<file path="src/rtl/ggvc_pkg.sv">
// ----------------------------------------------------------------------------
// Go-to-goal controller package
// Widths, constants, register indexes and shared helpers.
// ----------------------------------------------------------------------------
package ggvc_pkg;

    localparam int CORDIC_STEPS = 16;
    localparam int XW = 36;   // CORDIC x/y datapath
    localparam int ZW = 20;   // CORDIC angle, Q.16

    localparam logic signed [ZW-1:0] PI_Q16     = 20'sd205887;
    localparam logic signed [16:0]   PI_Q12     = 17'sd12868;
    localparam logic signed [16:0]   NEG_PI_LO  = -17'sd12867;
    localparam logic signed [16:0]   TWO_PI_Q12 = 17'sd25736;
    localparam logic [14:0]          HALF_PI_Q12 = 15'd6434;
    localparam logic [21:0]          INV_GAIN_Q22 = 22'd2547003;
    localparam logic signed [32:0]   ONE_Q16    = 33'sd65536;
    localparam logic [31:0]          HALF_Q16   = 32'd32768;

    localparam logic signed [ZW-1:0] ATAN_Q16 [CORDIC_STEPS] = '{
        20'sd51472, 20'sd30385, 20'sd16055, 20'sd8150, 20'sd4091, 20'sd2047,
        20'sd1024, 20'sd512, 20'sd256, 20'sd128, 20'sd64, 20'sd32,
        20'sd16, 20'sd8, 20'sd4, 20'sd2
    };

    typedef enum logic [2:0] {
        REG_GOAL_X          = 3'd0,
        REG_GOAL_Y          = 3'd1,
        REG_GOAL_HEADING    = 3'd2,
        REG_TURN_GAIN       = 3'd3,
        REG_SPEED_GAIN      = 3'd4,
        REG_DISTANCE_MARGIN = 3'd5,
        REG_HEADING_MARGIN  = 3'd6
    } t_reg_idx;

    typedef struct packed {
        logic signed [31:0] goal_x;
        logic signed [31:0] goal_y;
        logic signed [14:0] goal_heading;
        logic [15:0]        turn_gain;
        logic [15:0]        speed_gain;
        logic [30:0]        distance_margin;
        logic [13:0]        heading_margin;
        logic               goal_wr;
    } t_cfg;

    typedef struct packed {
        logic                 valid;
        logic signed [XW-1:0] x;
        logic signed [ZW-1:0] z;
        logic signed [14:0]   rh;
    } t_vec;

    // reduce an angle difference into -pi+1 .. pi (Q3.12); one fold suffices here
    function automatic logic signed [14:0] wrap_q12(input logic signed [16:0] d);
        logic signed [16:0] m;
        if (d > PI_Q12)
            m = d - TWO_PI_Q12;
        else if (d < NEG_PI_LO)
            m = d + TWO_PI_Q12;
        else
            m = d;
        return m[14:0];
    endfunction

endpackage

</file>
<file path="src/rtl/ggvc_cfg_if.sv">
// ----------------------------------------------------------------------------
// Configuration write interface
// One register write per beat.
// ----------------------------------------------------------------------------
interface ggvc_cfg_if;
    logic        valid;
    logic        ready;
    logic [2:0]  index;
    logic [31:0] data;

    modport source (output valid, index, data, input ready);
    modport sink   (input valid, index, data, output ready);
endinterface

</file>
<file path="src/rtl/ggvc_cfg.sv">
// ----------------------------------------------------------------------------
// Go-to-goal controller register file
// Holds goal pose, gains and margins; flags goal writes.
// ----------------------------------------------------------------------------
module ggvc_cfg (
    input  logic            i_clk,
    input  logic            i_rst_n,
    ggvc_cfg_if.sink        i_cfg,
    output ggvc_pkg::t_cfg  o_cfg
);

    ggvc_pkg::t_cfg r_cfg;
    logic           wr;

    assign i_cfg.ready = 1'b1;
    assign wr          = i_cfg.valid;
    assign o_cfg       = r_cfg;

    always_ff @(posedge i_clk) begin
        if (!i_rst_n) begin
            r_cfg.goal_x          <= '0;
            r_cfg.goal_y          <= '0;
            r_cfg.goal_heading    <= '0;
            r_cfg.turn_gain       <= 16'd256;
            r_cfg.speed_gain      <= 16'd256;
            r_cfg.distance_margin <= 31'd6554;
            r_cfg.heading_margin  <= 14'd410;
            r_cfg.goal_wr         <= 1'b0;
        end else begin
            r_cfg.goal_wr <= 1'b0;
            if (wr) begin
                case (ggvc_pkg::t_reg_idx'(i_cfg.index))
                    ggvc_pkg::REG_GOAL_X: begin
                        r_cfg.goal_x  <= i_cfg.data;
                        r_cfg.goal_wr <= 1'b1;
                    end
                    ggvc_pkg::REG_GOAL_Y: begin
                        r_cfg.goal_y  <= i_cfg.data;
                        r_cfg.goal_wr <= 1'b1;
                    end
                    ggvc_pkg::REG_GOAL_HEADING: begin
                        r_cfg.goal_heading <= i_cfg.data[14:0];
                        r_cfg.goal_wr      <= 1'b1;
                    end
                    ggvc_pkg::REG_TURN_GAIN:       r_cfg.turn_gain <= i_cfg.data[15:0];
                    ggvc_pkg::REG_SPEED_GAIN:      r_cfg.speed_gain <= i_cfg.data[15:0];
                    ggvc_pkg::REG_DISTANCE_MARGIN: r_cfg.distance_margin <= i_cfg.data[30:0];
                    ggvc_pkg::REG_HEADING_MARGIN:  r_cfg.heading_margin <= i_cfg.data[13:0];
                    default: ;
                endcase
            end
        end
    end

endmodule

</file>
<file path="src/flat_wrapper.sv">
// flat-port wrapper written by rule: the top's interface ports become plain ports
module ggvc_cfg_flat 
  (i_clk, i_rst_n, o_cfg, i_cfg_valid, i_cfg_index, i_cfg_data, i_cfg_ready);
  ggvc_cfg_if i_cfg_i ();
  input  logic i_clk;
  input  logic i_rst_n;
  output ggvc_pkg::t_cfg o_cfg;
  input wire logic [$bits(i_cfg_i.valid)-1:0] i_cfg_valid;
  input wire logic [$bits(i_cfg_i.index)-1:0] i_cfg_index;
  input wire logic [$bits(i_cfg_i.data)-1:0] i_cfg_data;
  output wire logic [$bits(i_cfg_i.ready)-1:0] i_cfg_ready;
  assign i_cfg_i.valid = i_cfg_valid;
  assign i_cfg_i.index = i_cfg_index;
  assign i_cfg_i.data = i_cfg_data;
  assign i_cfg_ready = i_cfg_i.ready;
  ggvc_cfg u_core (.i_clk(i_clk), .i_rst_n(i_rst_n), .i_cfg(i_cfg_i), .o_cfg(o_cfg));
endmodule
</file>
<file path="config.mk">
export PLATFORM = sky130hd
export DESIGN_NAME = ggvc_cfg_flat
export DESIGN_NICKNAME = d
export VERILOG_FILES = /design/src/rtl/ggvc_pkg.sv /design/src/rtl/ggvc_cfg_if.sv /design/src/rtl/ggvc_cfg.sv /design/src/flat_wrapper.sv
export SDC_FILE = /design/constraint.sdc
export NUM_CORES = 1
export LEC_CHECK = 0
export ABC_AREA = 1
export BUFFER_PORTS_ARGS = -buffer_cell sky130_fd_sc_hd__buf_2
export CORE_UTILIZATION = 30
export DETAILED_ROUTE_END_ITERATION = 16
export PLACE_DENSITY = 0.61
export SLEW_MARGIN = 30
export SYNTH_ARGS = -nofsm -noshare
export SYNTH_HDL_FRONTEND = slang
export SYNTH_SLANG_ARGS = --single-unit
export TNS_END_PERCENT = 5
</file>
<file path="constraint.sdc">
create_clock -name i_clk -period 2.5 [get_ports i_clk]
set_clock_uncertainty 0.15 [all_clocks]
set_input_delay 0.25 -clock i_clk [delete_from_list [all_inputs] [get_ports i_clk]]
set_output_delay 0.25 -clock i_clk [all_outputs]
set_load 0.05 [all_outputs]
</file>
# Word-level counts from Yosys, hierarchy flattened
# Index checks and enable logic that the tools add are counted.
[op_classes]
muxes = 1
reduce_logical = 10
eq_ne = 6
[op_table]
columns = ["operator", "n"]
rows = [
  ["AND reduction 2 bit", 8],
  ["== test 3 bit, second input constant", 3],
  ["== test 3 x 2 -> 1 bit, second input constant", 2],
  ["== test 3 x 1 -> 1 bit, second input constant", 1],
  ["zero test 3 bit", 1],
  ["OR reduction 3 bit", 1],
  ["2-to-1 mux 1 bit", 1],
]
[totals]
word_cells = 25
regBits = 157
output_inout_bits = 158
inputBits = 38

# Longest topological paths before layout
# Gate-level depths: netlist (run 1).
[depth]
ltp_word = 3
mapped_depth = 7

# Worst setup path before layout (run 1)
# Ideal clock, no wire load.
[synth_timing]
kind = "input -> register"
from = "input i_cfg_index[1]"
to = "register u_core.r_cfg, in the netlist u_core.o_cfg[50]"
stages = 6
arrival_time_ns = 0.905
path_slack_ns = 1.331
path_buffers = 2
required_ns = 2.236
path_cell_list = "nor2_1 -> buf_2 -> buf_2 -> nand3_1 -> nand2_1 -> nor2_1"
[synth_via]
elab_chain_len = 2
[synth_lines]
columns = ["element", "line_no", "text"]
rows = [
  ["start, declared", "flat_wrapper.sv:9", "input wire logic [$bits(i_cfg_i.index)-1:0] i_cfg_index;"],
  ["== test 3 bit", "ggvc_cfg.sv:32", "case (ggvc_pkg::t_reg_idx'(i_cfg.index))"],
  ["AND reduction 2 bit (no line)", "n/a", ""],
  ["end, declared", "ggvc_cfg.sv:12", "ggvc_pkg::t_cfg r_cfg;"],
]
# Every way passes these cells.
# A chain may end at the register's enable or synchronous reset.

# Final worst setup path (run 1)
[layout_timing]
from = "register u_core.r_cfg, in the netlist u_core.o_cfg[126]"
to = "output o_cfg[126] in the netlist's numbering"
[layout_rtl]
columns = ["element", "line_no", "text"]
rows = [
  ["end, declared", "flat_wrapper.sv:7", "output ggvc_pkg::t_cfg o_cfg;"],
]
# No word-level cell between the ends.

==> impl_results.md, run 1 <==
- Most frequent cells in the layout: 285 x nor2_1, 193 x buf_2, 175 x nand2_1
- HP Class: primary input to flop
- GRT Overall Usage: around a fifth
- Leakage: 3.96 nW
- Max reg flops: 157
- Setup TNS: 0 ns
- Dpl cell area: between 0.007 and 0.008 mm^2
- Largest net degree at the start of global routing: 63
- VDD IR max: between 0.0004 and 0.0005 V
- First-pass GRT wire length: 31800 um
- Diode count: 0
- Vias in the first global route: between 5000 and 6000
- Syn Nets: between 900 and 1000
- Fin area: 0.00811 mm^2
- Seq. cell area: 0.00314 mm^2
- Max Cap Violations: 0
- Nets: 1097
- Detail Route Antenna Nets: 0
- Initial antenna violation count: 0
- Post-DP HPWL: 13200 um
- WHS Path Cells: 5
- Crit-path cells: buf_2
- Fraction of layout cells with a size suffix above 1: about a quarter
- Max-slew headroom: around 61%
- Final Max Slew Viols: 0
- CTS max path bufs: 2
- # fillers: roughly 2100
- Clock slew at reported path FFs: roughly 0.060 ns
- Ys Warns: 0
- Initial Util: a little under a third
- Drt drc: 0
- Htree depth: 4
- Setup crit start kind: flop
- Top delay family on crit path: flip-flops
- Clock tree sinks: around 160
- RSZ-0062 raised after global routing: no
- Avg WL per Cell: 15.3 um
- Final hold vios: 0
- Required time worst endpoint: 2.10 ns
- Fmax: between 600 and 700 MHz
- Hold endpoint: u_core.o_cfg[111]$_SDFFE_PN0P_
- Bufs and invs on worst path: 1
- I/O pin total: 196
- Synth Register Bits: about 160
- Post-Syn Area: 0.00620 mm^2
- Post-CTS Resized: 0
- Critical Path Slowest Stage Cell: dfxtp_1
- Pwr dens: 796 mW/mm^2
- Worst R2R Setup Slack: roughly 1.7 ns
- Final RePlAce weighted congestion: 0.757
- # setup viols final: 0
- Post-Route Utilization: around 40%
- WS Path Type: flop to output port
- Yosys cell types: 15
- Worst r2r dst: u_core.o_cfg[126]$_SDFFE_PN0P_
- Most common cell after layout, fill and taps aside: nor2_1
- Worst-margin pin slew: 0.581 ns
- Die width: 146 um
- Grt ovf: 0
- IO buf count: just under 200
- R2R depth: 2
- Clock Root Buffer: clkbuf_16
- CTS Buf Count: 17
- Hold_sp: i_cfg_data[18]
- CP max FO: 2
- Seq/Total Area, Yosys: 50.7%
- R2r startpoint: u_core.o_cfg[126]$_SDFFE_PN0P_
- Clock Latency Late Sink: between 0.4 and 0.5 ns
- Tcrit/Tclk final: 59.9%
- Synthesized instance count: ~890
- CORE AREA: just over 0.02 mm^2
- First DRT Iteration DRCs: between 400 and 500
- CP max stage delay: 0.39 ns
- Nature of the critical path endpoint: output port
- DRT Pass-1 Iters: 5
- Syn_area_per_cell: roughly 7.0 um^2
- Routed WL: 20500 um
- Final critical-path required period: 1.50 ns
- Status: completed
- Arr. time, crit path: 1.10 ns
- Die Height: 146 um
- Via/cell ratio: roughly 4.5
- Vias: approximately 6000
- Multi-input logic area: approximately 0.0026 mm^2
- Area Growth Syn to Fin: 30.9%
- CTS tree: done
- Hold_ws: about 0.038 ns
- Die ar.: roughly 0.021 mm^2
- Number of cell rows: 52
## worst reg2reg max path, cell delays in order (launching register included)
cell,delay (ns)
dfxtp_1,0.39
nor2_1,0.07
nor2_1,0.10
## through the flow
stage                     setup WS [ns]  std cells  power (mW)
after floorplan                    1.33        887        3.32
after global placement            0.844       1303        3.56
after detailed placement          0.788       1303        3.57
after CTS                          1.01       1341        6.53
after global routing              0.988       1341        6.71
final                              1.00       1341        6.45
## how the worst max path moves through the flow
| stage | to | slack, ns | depth (start not counted) | start |
|---|---|---|---|---|
| floorplan | u_core.o_cfg[50]$_SDFFE_PN0P_ | 1.33 | 6 | i_cfg_index[1] |
| global placement | u_core.o_cfg[15]$_SDFFE_PN0P_ | 0.84 | 7 | i_cfg_index[1] |
| global route | o_cfg[48] | 0.99 | 1 | u_core.o_cfg[48]$_SDFFE_PN0P_ |
| finish | o_cfg[126] | 1.00 | 1 | u_core.o_cfg[126]$_SDFFE_PN0P_ |
| detailed placement | u_core.o_cfg[35]$_SDFFE_PN0P_ | 0.79 | 7 | i_cfg_index[1] |
| CTS | o_cfg[80] | 1.01 | 1 | u_core.o_cfg[80]$_SDFFE_PN0P_ |
## kinds of logic after synthesis
family                 share of synthesized area [%]
other                                         0.0605
and+or+nand+nor                                 41.9
DFF                                             50.7
AOI/OAI and AO/OA                              0.162
buffers and inverters                           7.15
## where the power goes
part / internal, mW / switching [mW] / leakage, nW
Sequential: 2.59 / 0.0477 / 1.28
Clock: 1.89 / 1.05 / 0.315
Combinational: 0.208 / 0.670 / 2.37
## final cells by class
type                       instances  share of cell area (%)
sequential                       157                    38.8
multi-input combinational        632                    32.6
timing repair buffer             213                    14.6
clock buffer                      19                    5.46
tap                              270                    4.17
clock inverter                    12                    2.68
inverter                          38                    1.76
## layer usage
layer,vias up,share of wire [%],GRT usage (%)
li1,3091,-,-
met1,2762,46,26.5
met5,-,0,0
met2,193,46,30.9
met4,0,0.59,3.89
met3,12,6.8,5.36
## cell usage after synthesis, drive strengths merged
master  count  area share [%]
clkbuf      7            0.42
o21ai       2            0.16
inv        38             2.3
conb        1           0.061
buf        53             4.4
nand2     177              11
nor2      296              18
nand3     156              13
dfxtp     157              51
## what timing repair did
item / in CTS / in global routing
hold buffers: 7 / 0
setup buffers: 0 / 0
hold endpoints to repair: 12 / 0
Power figures use the tool's default switching activity.
==> run 2, diff against run 1 <==
PLACE_DENSITY = 0.63   (was 0.61)
clock period = 1.2 ns   (was 2.5 ns; I/O delays follow)
==> impl_results.md, run 2 (same netlist as run 1, synthesis figures left out) <==
- Max reg flops: 157
- Net Sw Power: 3.79 mW
- Avg WL per Cell: around 16 um
- CORE AREA: slightly above 0.02 mm^2
- Clock Latency Late Sink: between 0.4 and 0.5 ns
- Htree depth: 4
- Final Max Slew Viols: 0
- First-pass GRT wire length: 34000 um
- CP max stage delay: 0.36 ns
- Met1 WL: 9660 um
- Non-Filler Instances: about 1400
- Post-Route Utilization: between 50% and 60%
- Arr. time, crit path: about 0.93 ns
- Tcrit/Tclk final: 100%
- Seq. cell area: 0.00334 mm^2
- Die Height: between 100 and 150 um
- WS Path Type: flop to output port
- # fillers: approximately 1800
- Failing checks: negative setup slack
- Vias: between 6000 and 7000
- Required time worst endpoint: 0.93 ns
- Clock slew at reported path FFs: ~0.060 ns
- Grt ovf: 0
- IO buf count: 194
- Clock tree sinks: 157
- Clock Power Share: around 43%
- Clock Root Buffer: clkbuf_16
- Most frequent cells in the layout: 285 x nor2_1, 175 x nand2_1, 157 x dfxtp_2
- Post-DP HPWL: ~14000 um
- CP max FO: 2
- Via/cell ratio: around 4.6
- GRT Overall Usage: roughly 21%
- Area Growth Syn to Fin: 68.5%
- CTS max path bufs: 2
- Sw Share: 26.8%
- I/O pin total: approximately 200
- DRT Pass-1 Iters: 5
- VDD IR max: 0.000901 V
- Drt drc: 0
- Critical Path Slowest Stage Cell: dfxtp_2
- Bufs and invs on worst path: 1
- First DRT Iteration DRCs: about 370
- CTS tree: done
- Initial Util: 30.6%
- Setup ws final: -0.000928 ns
- Routed WL: roughly 22000 um
- Nature of the critical path endpoint: output port
- Top sig layer: met4
- Setup crit start kind: flop
- Crit-path cells: buf_8
- Max Cap Violations: 0
- Met2 wire len: roughly 11000 um
- Multi-input logic area: between 0.002 and 0.003 mm^2
- Met3 WL: around 1300 um
- Overall power: between 10 and 15 mW
- Hold_ws: 0.0439 ns
- Final RePlAce weighted congestion: between 0.7 and 0.8
- Number of cell rows: 52
- CTS Buf Count: 17
- Place WS: -0.0875 ns
- Vias in the first global route: slightly above 6000
- Most common cell after layout, fill and taps aside: nor2_1
- Die ar.: between 0.02 and 0.025 mm^2
- Final hold vios: 0
- Pwr dens: about 1400 mW/mm^2
- Status: finished with violations
- Top delay family on crit path: flip-flops
- Comb pwr share: 17.0%
- Fmax: 833 MHz
- Largest net degree at the start of global routing: 50
- Final critical-path required period: approximately 1.2 ns
- Fraction of layout cells with a size suffix above 1: between 30 and 40%
- # setup viols final: 1
- Inst Count DP: about 1300
- Reg power frac: between 30% and 40%
- Leakage: 4.62 nW
- Die width: 146 um
- Cell internal pwr: approximately 10 mW
- RSZ-0062 raised after global routing: yes
- Nets: 1147
- Detail Route Antenna Nets: 0
- Initial antenna violation count: 1
- HP Class: primary input to flop
## run 2: cell types whose count changed in the layout (fill, tap and decap cells not counted), sizes merged
cell and change:
clkbuf +4, buf +29, clkinv -1, dlygate4sd3 +20, diode +1, clkinvlp -1
## run 2: path summary, 6_finish.rpt
kind / startpoint / endpoint / slack, ns / cells past startpoint
worst max-delay path: u_core.o_cfg[65]$_SDFFE_PN0P_ / o_cfg[65] / -0.0009 / 1
worst min-delay path: i_cfg_data[2] / u_core.o_cfg[48]$_SDFFE_PN0P_ / 0.04 / 6
worst max register to register: u_core.o_cfg[79]$_SDFFE_PN0P_ / u_core.o_cfg[79]$_SDFFE_PN0P_ / 0.42 / 2
worst min register to register: u_core.o_cfg[18]$_SDFFE_PN1P_ / u_core.o_cfg[18]$_SDFFE_PN1P_ / 0.31 / 2
## run 2: power groups by stage
stage	clock (mW)	combinational, mW	sequential (mW)
2_1_floorplan	0	0.681	6.23
3_3_place_gp	0	1.96	5.60
3_5_place_dp	0	1.98	5.61
4_1_cts	6.26	2.33	5.59
5_1_grt	6.49	2.55	5.62
6_report	6.13	2.40	5.60
## run 2: metal layers
metal | up-vias | track usage [%]
li1 | 3192 | -
met1 | 3039 | 26.3
met2 | 209 | 34.2
met3 | 24 | 5.39
met4 | 0 | 6.16
met5 | - | 0
## run 2: repair_timing
action	CTS	global route
hold buffers	27	0
resized for setup	541	53
gates cloned	0	1
setup buffers	0	0
endpoints found under the hold margin	66	0
setup endpoints to repair	157	157
## run 2: layout make-up
cell class	count	area share [%]
sequential	157	32.0
tap	270	3.24
clock buffer	22	4.35
timing repair buffer	263	31.7
inverter	38	1.40
clock inverter	10	2.01
multi-input combinational	632	25.3
antenna	1	0.0240
## run 2: through the flow
step	cell area [um^2]	setup TNS [ns]
finish	10400	-0.000928
global route	10400	-2.58
CTS	10200	-0.540
detailed placement	7840	-5.25
global placement	7840	-2.76
floorplan	6200	0
