## config.mk

```make
export PLATFORM = sky130hd
export DESIGN_NAME = ggvc_post_flat
export DESIGN_NICKNAME = d
export VERILOG_FILES = /design/src/rtl/ggvc_pkg.sv /design/src/rtl/ggvc_cmd_if.sv /design/src/rtl/ggvc_post.sv /design/src/flat_wrapper.sv
export SDC_FILE = /design/constraint.sdc
export NUM_CORES = 2
export LEC_CHECK = 0
export BUFFER_PORTS_ARGS = -buffer_cell sky130_fd_sc_hd__buf_2
export CORE_MARGIN = 2
export CORE_UTILIZATION = 30
export DETAILED_ROUTE_END_ITERATION = 8
export GPL_TIMING_DRIVEN = 1
export PLACE_DENSITY = 0.5
export SKIP_LAST_GASP = 1
export SYNTH_ARGS = -nofsm -noshare
export SYNTH_HDL_FRONTEND = slang
export SYNTH_SLANG_ARGS = --single-unit
```

## constraint.sdc

```tcl
create_clock -name i_clk -period 10.92 [get_ports i_clk]
set_clock_uncertainty 0.05 [all_clocks]
set_input_delay 0.546 -clock i_clk [delete_from_list [all_inputs] [get_ports i_clk]]
set_output_delay 0.546 -clock i_clk [all_outputs]
set_load 0.05 [all_outputs]
```

## src/rtl/ggvc_pkg.sv

```systemverilog
// ----------------------------------------------------------------------------
// Go-to-goal controller package
// Widths, constants, register indexes and shared helpers.
// ----------------------------------------------------------------------------
package ggvc_pkg;

    localparam int CORDIC_STEPS = 16;
    localparam int XW = 36;   // CORDIC x/y datapath
    localparam int ZW = 20;   // CORDIC angle, Q.16

    localparam logic signed [ZW-1:0] PI_Q16     = 20'sd205887;
    localparam logic signed [16:0]   PI_Q12     = 17'sd12868;
    localparam logic signed [16:0]   NEG_PI_LO  = -17'sd12867;
    localparam logic signed [16:0]   TWO_PI_Q12 = 17'sd25736;
    localparam logic [14:0]          HALF_PI_Q12 = 15'd6434;
    localparam logic [21:0]          INV_GAIN_Q22 = 22'd2547003;
    localparam logic signed [32:0]   ONE_Q16    = 33'sd65536;
    localparam logic [31:0]          HALF_Q16   = 32'd32768;

    localparam logic signed [ZW-1:0] ATAN_Q16 [CORDIC_STEPS] = '{
        20'sd51472, 20'sd30385, 20'sd16055, 20'sd8150, 20'sd4091, 20'sd2047,
        20'sd1024, 20'sd512, 20'sd256, 20'sd128, 20'sd64, 20'sd32,
        20'sd16, 20'sd8, 20'sd4, 20'sd2
    };

    typedef enum logic [2:0] {
        REG_GOAL_X          = 3'd0,
        REG_GOAL_Y          = 3'd1,
        REG_GOAL_HEADING    = 3'd2,
        REG_TURN_GAIN       = 3'd3,
        REG_SPEED_GAIN      = 3'd4,
        REG_DISTANCE_MARGIN = 3'd5,
        REG_HEADING_MARGIN  = 3'd6
    } t_reg_idx;

    typedef struct packed {
        logic signed [31:0] goal_x;
        logic signed [31:0] goal_y;
        logic signed [14:0] goal_heading;
        logic [15:0]        turn_gain;
        logic [15:0]        speed_gain;
        logic [30:0]        distance_margin;
        logic [13:0]        heading_margin;
        logic               goal_wr;
    } t_cfg;

    typedef struct packed {
        logic                 valid;
        logic signed [XW-1:0] x;
        logic signed [ZW-1:0] z;
        logic signed [14:0]   rh;
    } t_vec;

    // reduce an angle difference into -pi+1 .. pi (Q3.12); one fold suffices here
    function automatic logic signed [14:0] wrap_q12(input logic signed [16:0] d);
        logic signed [16:0] m;
        if (d > PI_Q12)
            m = d - TWO_PI_Q12;
        else if (d < NEG_PI_LO)
            m = d + TWO_PI_Q12;
        else
            m = d;
        return m[14:0];
    endfunction

endpackage

```

## src/rtl/ggvc_cmd_if.sv

```systemverilog
// ----------------------------------------------------------------------------
// Velocity command stream interface
// One velocity command per beat.
// ----------------------------------------------------------------------------
interface ggvc_cmd_if;
    logic               valid;
    logic               ready;
    logic [15:0]        forward_speed;
    logic signed [31:0] turn_rate;
    logic               goal_done;

    modport source (output valid, forward_speed, turn_rate, goal_done, input ready);
    modport sink   (input valid, forward_speed, turn_rate, goal_done, output ready);
endinterface

```

## src/rtl/ggvc_post.sv

```systemverilog
// ----------------------------------------------------------------------------
// Go-to-goal controller control law
// Distance scaling, heading errors, gains, limits and the reached flag.
// ----------------------------------------------------------------------------
module ggvc_post (
    input  logic            i_clk,
    input  logic            i_rst_n,
    input  ggvc_pkg::t_cfg  i_cfg,
    input  ggvc_pkg::t_vec  i_vec,
    output logic            o_en,
    ggvc_cmd_if.source      o_cmd
);

    localparam int ZW_B = ggvc_pkg::ZW;

    typedef enum logic [1:0] {
        M_DONE,
        M_FINAL,
        M_STEER,
        M_ROTATE
    } t_mode;

    // stage 1: partial products of the gain correction, bearing rounding
    logic               r_v1;
    logic [39:0]        r_plo;
    logic [38:0]        r_phi;
    logic signed [15:0] r_bearing;
    logic signed [14:0] r_rh1;
    // stage 2: distance and both wrapped errors
    logic               r_v2;
    logic [33:0]        r_dist;
    logic signed [14:0] r_eh, r_eb;
    // stage 3: mode and products
    logic               r_v3;
    t_mode              r_mode;
    logic signed [31:0] r_tprod;
    logic [38:0]        r_sprod;
    logic               r_ssat;
    logic               r_epos;
    // output register
    logic               r_ov;
    logic [15:0]        r_speed;
    logic signed [31:0] r_turn;
    logic               r_reached;

    logic [34:0]        xc;
    logic signed [ZW_B-1:0] zr;
    logic [56:0]        dsum;
    logic               near, hit, inhalf;
    logic signed [14:0] err;
    logic [14:0]        aerr;
    t_mode              n_mode;
    logic signed [32:0] tsum, tq;
    logic [39:0]        ssum;
    logic [31:0]        sq;
    logic [15:0]        n_speed;
    logic signed [31:0] n_turn;
    logic               n_reached;

    assign o_en = !r_ov || o_cmd.ready;

    always_comb begin
        xc   = i_vec.x[ggvc_pkg::XW-1] ? '0 : i_vec.x[34:0];
        zr   = i_vec.z + ZW_B'(8);
        dsum = {r_phi, 18'd0} + {17'd0, r_plo} + 57'd2097152;

        near   = r_dist <= {3'd0, i_cfg.distance_margin};
        err    = near ? r_eh : r_eb;
        aerr   = err[14] ? 15'(-err) : 15'(err);
        hit    = aerr <= {1'b0, i_cfg.heading_margin};
        inhalf = aerr <= ggvc_pkg::HALF_PI_Q12;
        if (near && hit)
            n_mode = M_DONE;
        else if (near)
            n_mode = M_FINAL;
        else if (inhalf)
            n_mode = M_STEER;
        else
            n_mode = M_ROTATE;

        tsum = $signed({r_tprod[31], r_tprod}) + 33'sd8;
        tq   = tsum >>> 4;
        ssum = {1'b0, r_sprod} + 40'd128;
        sq   = ssum[39:8];

        n_speed   = '0;
        n_turn    = '0;
        n_reached = r_reached;
        case (r_mode)
            M_DONE: n_reached = 1'b1;
            M_FINAL: n_turn = tq[31:0];
            M_STEER: begin
                if (tq > ggvc_pkg::ONE_Q16)
                    n_turn = 32'sd65536;
                else if (tq < -ggvc_pkg::ONE_Q16)
                    n_turn = -32'sd65536;
                else
                    n_turn = tq[31:0];
                if (r_ssat || sq > ggvc_pkg::HALF_Q16)
                    n_speed = 16'h8000;
                else
                    n_speed = sq[15:0];
            end
            M_ROTATE: n_turn = r_epos ? 32'sd65536 : -32'sd65536;
            default: ;
        endcase
    end

    always_ff @(posedge i_clk) begin
        if (!i_rst_n) begin
            r_v1      <= 1'b0;
            r_v2      <= 1'b0;
            r_v3      <= 1'b0;
            r_ov      <= 1'b0;
            r_reached <= 1'b0;
        end else begin
            if (o_en) begin
                r_v1 <= i_vec.valid;
                r_v2 <= r_v1;
                r_v3 <= r_v2;
                r_ov <= r_v3;
            end
            // the user must write the goal only while idle; the block itself does not enforce it
            if (i_cfg.goal_wr)
                r_reached <= 1'b0;
            else if (o_en && r_v3)
                r_reached <= n_reached;
        end
    end

    always_ff @(posedge i_clk) begin
        if (o_en) begin
            r_plo     <= 40'(xc[17:0]) * 40'(ggvc_pkg::INV_GAIN_Q22);
            r_phi     <= 39'(xc[34:18]) * 39'(ggvc_pkg::INV_GAIN_Q22);
            r_bearing <= 16'(zr >>> 4);
            r_rh1     <= i_vec.rh;

            r_dist <= dsum[55:22];
            r_eh   <= ggvc_pkg::wrap_q12($signed({{2{i_cfg.goal_heading[14]}},
                                                  i_cfg.goal_heading})
                                         - $signed({{2{r_rh1[14]}}, r_rh1}));
            r_eb   <= ggvc_pkg::wrap_q12($signed({r_bearing[15], r_bearing})
                                         - $signed({{2{r_rh1[14]}}, r_rh1}));

            r_mode  <= n_mode;
            r_tprod <= $signed({1'b0, i_cfg.turn_gain}) * err;
            r_sprod <= 39'(i_cfg.speed_gain) * 39'(r_dist[22:0]);
            // any distance of 2^23 or more with a nonzero gain hits the cap
            r_ssat  <= (i_cfg.speed_gain != 16'd0) && (r_dist[33:23] != 11'd0);
            r_epos  <= err > 0;

            r_speed <= n_speed;
            r_turn  <= n_turn;
        end
    end

    assign o_cmd.valid         = r_ov;
    assign o_cmd.forward_speed = r_speed;
    assign o_cmd.turn_rate     = r_turn;
    assign o_cmd.goal_done     = r_reached;

endmodule

```

## src/flat_wrapper.sv

```systemverilog
// flat-port wrapper written by rule: the top's interface ports become plain ports
module ggvc_post_flat 
  (i_clk, i_rst_n, i_cfg, i_vec, o_en, o_cmd_valid, o_cmd_forward_speed, o_cmd_turn_rate, o_cmd_goal_done, o_cmd_ready);
  ggvc_cmd_if o_cmd_i ();
  input  logic i_clk;
  input  logic i_rst_n;
  input  ggvc_pkg::t_cfg i_cfg;
  input  ggvc_pkg::t_vec i_vec;
  output logic o_en;
  output wire logic [$bits(o_cmd_i.valid)-1:0] o_cmd_valid;
  output wire logic [$bits(o_cmd_i.forward_speed)-1:0] o_cmd_forward_speed;
  output wire logic [$bits(o_cmd_i.turn_rate)-1:0] o_cmd_turn_rate;
  output wire logic [$bits(o_cmd_i.goal_done)-1:0] o_cmd_goal_done;
  input wire logic [$bits(o_cmd_i.ready)-1:0] o_cmd_ready;
  assign o_cmd_valid = o_cmd_i.valid;
  assign o_cmd_forward_speed = o_cmd_i.forward_speed;
  assign o_cmd_turn_rate = o_cmd_i.turn_rate;
  assign o_cmd_goal_done = o_cmd_i.goal_done;
  assign o_cmd_i.ready = o_cmd_ready;
  ggvc_post u_core (.i_clk(i_clk), .i_rst_n(i_rst_n), .i_cfg(i_cfg), .i_vec(i_vec), .o_en(o_en), .o_cmd(o_cmd_i));
endmodule
```

## Yosys cells after proc, flatten, opt, wreduce, memory -nomap -nowiden

Index checks and enable logic that the tools add are counted.

- Register bits: 301
- Output and inout port bits: 51
- Word-level logic and storage cells: 80

- $add $sub $neg: 12
- Multiply operators: 4
- Order comparisons: 11
- Equal/unequal tests: 3
- Muxes and demuxes: 14
- Bitwise operators: 2
- Reductions and logical operators: 13

Operators by type and width:

| kind | number |
|---|---|
| 32-bit two-way mux | 3 |
| 32-bit one-hot mux with 3 select lines | 1 |
| 15-bit two-way mux | 6 |
| 56-bit by 22-bit adder with 56-bit output (second input constant) | 1 |
| 56-bit by 40-bit adder with 56-bit output | 1 |
| 39-bit by 8-bit adder with 40-bit output (second input constant) | 1 |
| 18-bit by 22-bit multiplier with 40-bit output (second input constant) | 1 |
| 16-bit by 23-bit multiplier with 39-bit output | 1 |
| 17-bit by 22-bit multiplier with 38-bit output (second input constant) | 1 |
| 35-bit two-way mux | 1 |
| 34-bit by 31-bit <= comparator with 1-bit output | 1 |
| 32-bit by 5-bit adder with 33-bit output (second input constant) | 1 |
| 32-bit by 16-bit greater-than comparator with 1-bit output (second input constant) | 1 |
| 17-bit by 15-bit multiplier with 32-bit output | 1 |
| 15-bit by 14-bit adder with 15-bit output (second input constant) | 2 |
| 15-bit by 14-bit subtractor with 15-bit output (second input constant) | 2 |
| 29-bit by 18-bit greater-than comparator with 1-bit output (second input constant) | 1 |
| 29-bit by 17-bit < comparator with 1-bit output (second input constant) | 1 |
| 20-bit by 5-bit adder with 20-bit output (second input constant) | 1 |
| 17-bit by 15-bit greater-than comparator with 1-bit output (second input constant) | 1 |
| 17-bit by 15-bit < comparator with 1-bit output (second input constant) | 1 |
| 16-bit by 15-bit subtractor with 17-bit output | 1 |
| 16-bit by 15-bit greater-than comparator with 1-bit output (second input constant) | 1 |
| 16-bit by 15-bit < comparator with 1-bit output (second input constant) | 1 |
| 18 further kinds | 26 |

## Longest topological paths before layout

- Word-level depth: 7
- Mapped depth: 38
- Mapped depth without buffers: 35

## Least setup slack after synthesis

OpenSTA, ideal clock, no wires.

- Path kind: input-to-reg
- Start point: input i_cfg[31] (netlist name)
- End point: register u_core.r_tprod[30], data pin
- Library setup time: 258 ps
- Arrival time: 8467 ps
- Data required time: 10612 ps
- Setup slack: 2146 ps
- Cell stages on the path: 34
- Path through: inv_1 -> ha_1 -> nand4_1 -> nor2_1 -> nand3_1 -> o21ai_1 -> nor4_1 -> a211oi_2 -> buf_2 -> buf_2 -> mux2i_1 -> clkbuf_1 -> nor2b_1 -> fa_1 -> inv_1 -> fa_1 -> inv_1 -> fa_1 -> fa_1 -> fa_1 -> inv_1 -> fa_1 -> inv_1 -> ha_1 -> a21o_1 -> a2111oi_0 -> o31ai_1 -> o211ai_1 -> a31oi_1 -> a21oi_1 -> o21bai_1 -> and2_1 -> o22ai_1 -> xnor2_1

- Word-level cells in the longest chain between the ends: 3

RTL lines:

| what | RTL line | text |
|---|---|---|
| start, declared | flat_wrapper.sv:7 | `input ggvc_pkg::t_cfg i_cfg;` |
| 34-bit by 31-bit <= comparator with 1-bit output | ggvc_post.sv:67 | `near = r_dist <= {3'd0, i_cfg.distance_margin};` |
| 15-bit two-way mux | ggvc_post.sv:68 | `err = near ? r_eh : r_eb;` |
| 17-bit by 15-bit multiplier with 32-bit output | ggvc_post.sv:146 | `r_tprod <= $signed({1'b0, i_cfg.turn_gain}) * err;` |
| end signal, assigned | ggvc_post.sv:146 |  |
| end, declared | ggvc_post.sv:36 | `logic signed [31:0] r_tprod;` |

Every way passes these cells.
A chain may end at the register's enable or synchronous reset.

## Final worst setup path

- Start point: register u_core.r_dist[22]
- End point: register u_core.r_tprod[30], data pin

- Word-level cells in the longest chain between the ends: 3

RTL lines:

| what | RTL line | text |
|---|---|---|
| start, declared | ggvc_post.sv:31 | `logic [33:0] r_dist;` |
| start signal, assigned | ggvc_post.sv:138 | `r_dist <= dsum[55:22];` |
| 34-bit by 31-bit <= comparator with 1-bit output | ggvc_post.sv:67 |  |
| 15-bit two-way mux | ggvc_post.sv:68 |  |
| 17-bit by 15-bit multiplier with 32-bit output | ggvc_post.sv:146 |  |

Every way passes these cells.

==> results.json <==
{
  "drc": 0,
  "grt_max_degree": 96,
  "start_util_pct": 30.1,
  "critPathMaxStageDelay_ps": 670,
  "regToRegSetupSlack_ps": 1510,
  "netlist_area_sq_mm": 0.0488,
  "clock_path_buffers": 3,
  "worst_r2r_endpoint": "u_core.r_tprod[30]",
  "grt_setup_unrepaired": "no",
  "synth_top_area_cell": "fa_1",
  "synthDistinctLibCells": 93,
  "grt_pass1_wl_microns": 204000,
  "dr.pass1.iters": 7,
  "arrival_ps": 9680,
  "clock-root-buffer": "clkbuf_16",
  "vias": 33400,
  "antenna_found_initial": 16,
  "avgRoutedWirePerCell_microns": 17.3,
  "outcome": "finished, final reports clean",
  "cts_htree_levels": 2,
  "io_pins": 283,
  "antenna_left": 0,
  "crit_required_ps": 11190,
  "cts_setup_buffers": 0,
  "holdPathStages": 2,
  "cts-hold-fix-buffers": 0,
  "hpwl_microns": 103000,
  "synthTopCellsByArea": "fa_1 33%, edfxtp_1 16%, ha_1 16%",
  "via_per_inst": 4.57,
  "die_h_microns": 408,
  "hold_violations": 0,
  "cp_num_buf_inv": 4,
  "ys_warn_count": 0,
  "fin_tns_setup_ps": 0,
  "worst-slew-pin-transition_ps": 1060,
  "fmax_ghz": 0.106,
  "first_iter_violations": 1787,
  "r2r_cells": 30,
  "grt_use_total_pct": 15.5,
  "cts.sinks": 270,
  "clk_pin_slew_ps": 60,
  "worstHoldPathType": "input pin to register",
  "layout.nets": 6773,
  "grt_pass1_vias": 36200,
  "cap_violations": 0,
  "instances_no_fill": 7312,
  "path_delay_family": "adder cells",
  "min_to": "u_core.o_cmd.goal_done",
  "path_class": "register to register",
  "drive_gt1_share_pct": 7.62,
  "die_x_microns": 408,
  "overflow": 0,
  "crit_fanout": 42,
  "num_rows": 148,
  "synth_edf_count": 265,
  "die_area_sq_mm": 0.166,
  "postSynthAreaPerCell_sq_um": 9.89,
  "synth_nets": 6605,
  "cts_tree": "yes",
  "cpMostUsedCell": "fa_1",
  "wirelength_microns": 126000,
  "synth_cells": 4940,
  "gp_congestion": 0.867,
  "crit_path_end_kind": "register",
  "startpoint_type": "register",
  "finalCritPeriodShare_pct": 86.2,
  "maxSlewHeadroom_pct": 29.2,
  "ys_ff_latch": 270,
  "slowest_stage": "edfxtp_1",
  "synth-seq-area-share_pct": 16.5,
  "placed_cells": 7247,
  "clkLatencyLatePin_ps": 590,
  "postCtsResizedCells": 0,
  "hold_start": "i_cfg[0]",
  "ys.flop_type": "edfxtp_1",
  "io_buffers": 215,
  "core_area_sq_mm": 0.162,
  "regToRegStartpoint": "u_core.r_dist[22]",
  "yosys.area.top_type_share_pct": 32.7,
  "fin_crit_ps": 9410,
  "async_reset_ff_share_pct": 0,
  "cts_made_buffers": 34,
  "slew_viol_final": 0,
  "setup_viol": 0,
  "fillerInstances": 16800,
  "syn_to_final_growth_pct": 9.54
}
## kinds of logic (layout without fill, tap and decap cells)
family | after synthesis | after routing | share of synthesized area (%)
compound gates | 501 | 501 | 7.16
buf+inv | 1182 | 1376 | 9.21
mux | 24 | 24 | 0.528
flops | 270 | 270 | 16.5
other cells | 0 | 3 | 0
simple gates | 1273 | 1273 | 13.0
xor+xnor | 257 | 257 | 4.61
fa+ha+maj | 1433 | 1433 | 49.0
## through the flow
| stage | util [%] | area [sq um] | setup slack, ps | hold WS [ps] |
|---|---|---|---|---|
| floorplan | - | 48800 | 2150 | 412 |
| global placement | 32.3 | 52400 | 1190 | 442 |
| detailed placement | 32.3 | 52400 | 1190 | 450 |
| CTS | 33.0 | 53500 | 1380 | 32.3 |
| global route | 33.0 | 53500 | 803 | 54.5 |
| finish | 33.0 | 53500 | 1510 | 85.7 |
## flip-flops by register name, indices dropped and copies added (netlist names)
name,cells
u_core.o_cmd.forward_speed,16
u_core.o_cmd.goal_done,1
u_core.o_cmd.turn_rate,29
u_core.o_cmd.valid,1
u_core.r_bearing,16
u_core.r_dist,34
u_core.r_eb,15
u_core.r_eh,15
u_core.r_epos,1
u_core.r_mode,2
u_core.r_phi,38
u_core.r_plo,22
u_core.r_rh1,15
u_core.r_sprod,32
u_core.r_ssat,1
u_core.r_tprod,29
u_core.r_v1,1
u_core.r_v2,1
u_core.r_v3,1
## per-layer routing
layer	share of wire, %	global-route usage (%)	up-vias	wire length (microns)
li1	-	-	16000	-
met1	48	21.8	16700	60600
met2	46	25.7	545	58400
met3	3.8	1.86	124	4830
met4	1.8	3.19	8	2240
met5	0.044	0	-	55
## worst register-to-register path: cells and delay by family, from the launching register on
| family | cells | cell delay [ps] |
|---|---|---|
| AOI/OAI and AO/OA | 10 | 2400 |
| xor gates and xnor gates | 1 | 90 |
| and+or+nand+nor | 6 | 820 |
| muxes | 1 | 660 |
| adders and majority gates | 8 | 3860 |
| buffers and inverters | 4 | 590 |
| DFF | 1 | 670 |
## cell type report
cell class | instances | area, sq um | share of cell area (%)
timing repair buffer | 249 | 1330 | 2.49
inverter | 1065 | 4010 | 7.48
antenna | 3 | 7.51 | 0.0140
tap | 2175 | 2720 | 5.09
sequential | 270 | 8060 | 15.1
multi-input combinational | 3488 | 36300 | 67.8
clock inverter | 23 | 206 | 0.386
clock buffer | 39 | 880 | 1.64
## cell usage after synthesis (10+ instances only)
library cell	number
xor2_1	91
a31oi_1	17
nor3_1	50
nand4_1	35
edfxtp_1	265
a211oi_1	11
inv_1	1065
o31ai_1	10
fa_1	799
nor2b_1	82
mux2_2	10
buf_2	12
a21oi_2	13
a21oi_1	115
or2_2	21
clkbuf_1	96
a21o_1	64
and2_1	215
mux2i_1	12
and4_1	10
nor2_1	200
o211ai_1	13
nand2_1	444
o21a_1	39
xnor2_1	166
o22ai_1	17
ha_1	634
o21ai_0	73
nand2b_1	60
nor4_1	16
nand3_1	56
and3_1	30
or3_1	20
o21bai_1	22
## placed cells by master (no fill, tap or decap), types with 8 or more instances in the layout
cell type / n
nor2_1: 200
inv_1: 1064
ha_1: 634
fa_1: 799
o22ai_1: 17
o211ai_1: 13
a21oi_2: 13
a31oi_1: 17
a211oi_1: 11
and2_1: 215
o21ai_1: 8
o31ai_1: 10
xor2_1: 91
nor2b_1: 82
nor4_1: 16
buf_2: 215
or2_2: 21
or3_1: 20
mux2_2: 10
nor3_1: 50
buf_4: 34
o21a_1: 39
and4_1: 10
and3_1: 30
nand2b_1: 60
mux2i_1: 12
a21oi_1: 115
nand4_1: 35
o21bai_1: 22
nand3_1: 56
clkbuf_16: 34
edfxtp_1: 265
a21o_1: 64
xnor2_1: 166
nand2_1: 444
o21ai_0: 73
## how the worst max path moves through the flow
| stage | from | endpoint | slack, ps | cells after the start |
|---|---|---|---|---|
| final | u_core.r_dist[22] | u_core.r_tprod[30] | 1510 | 30 |
| after global routing | u_core.r_dist[22] | u_core.r_tprod[30] | 800 | 30 |
| after CTS | u_core.r_dist[22] | u_core.r_tprod[30] | 1380 | 30 |
| after detailed placement | i_cfg[18] | u_core.r_tprod[30] | 1190 | 32 |
| after global placement | i_cfg[18] | u_core.r_tprod[30] | 1190 | 32 |
| after floorplan | i_cfg[31] | u_core.r_tprod[30] | 2150 | 34 |
Power is left out: the tool's default activity adds up to more than one toggle a clock period on the data nets, which glitch-free logic cannot reach.
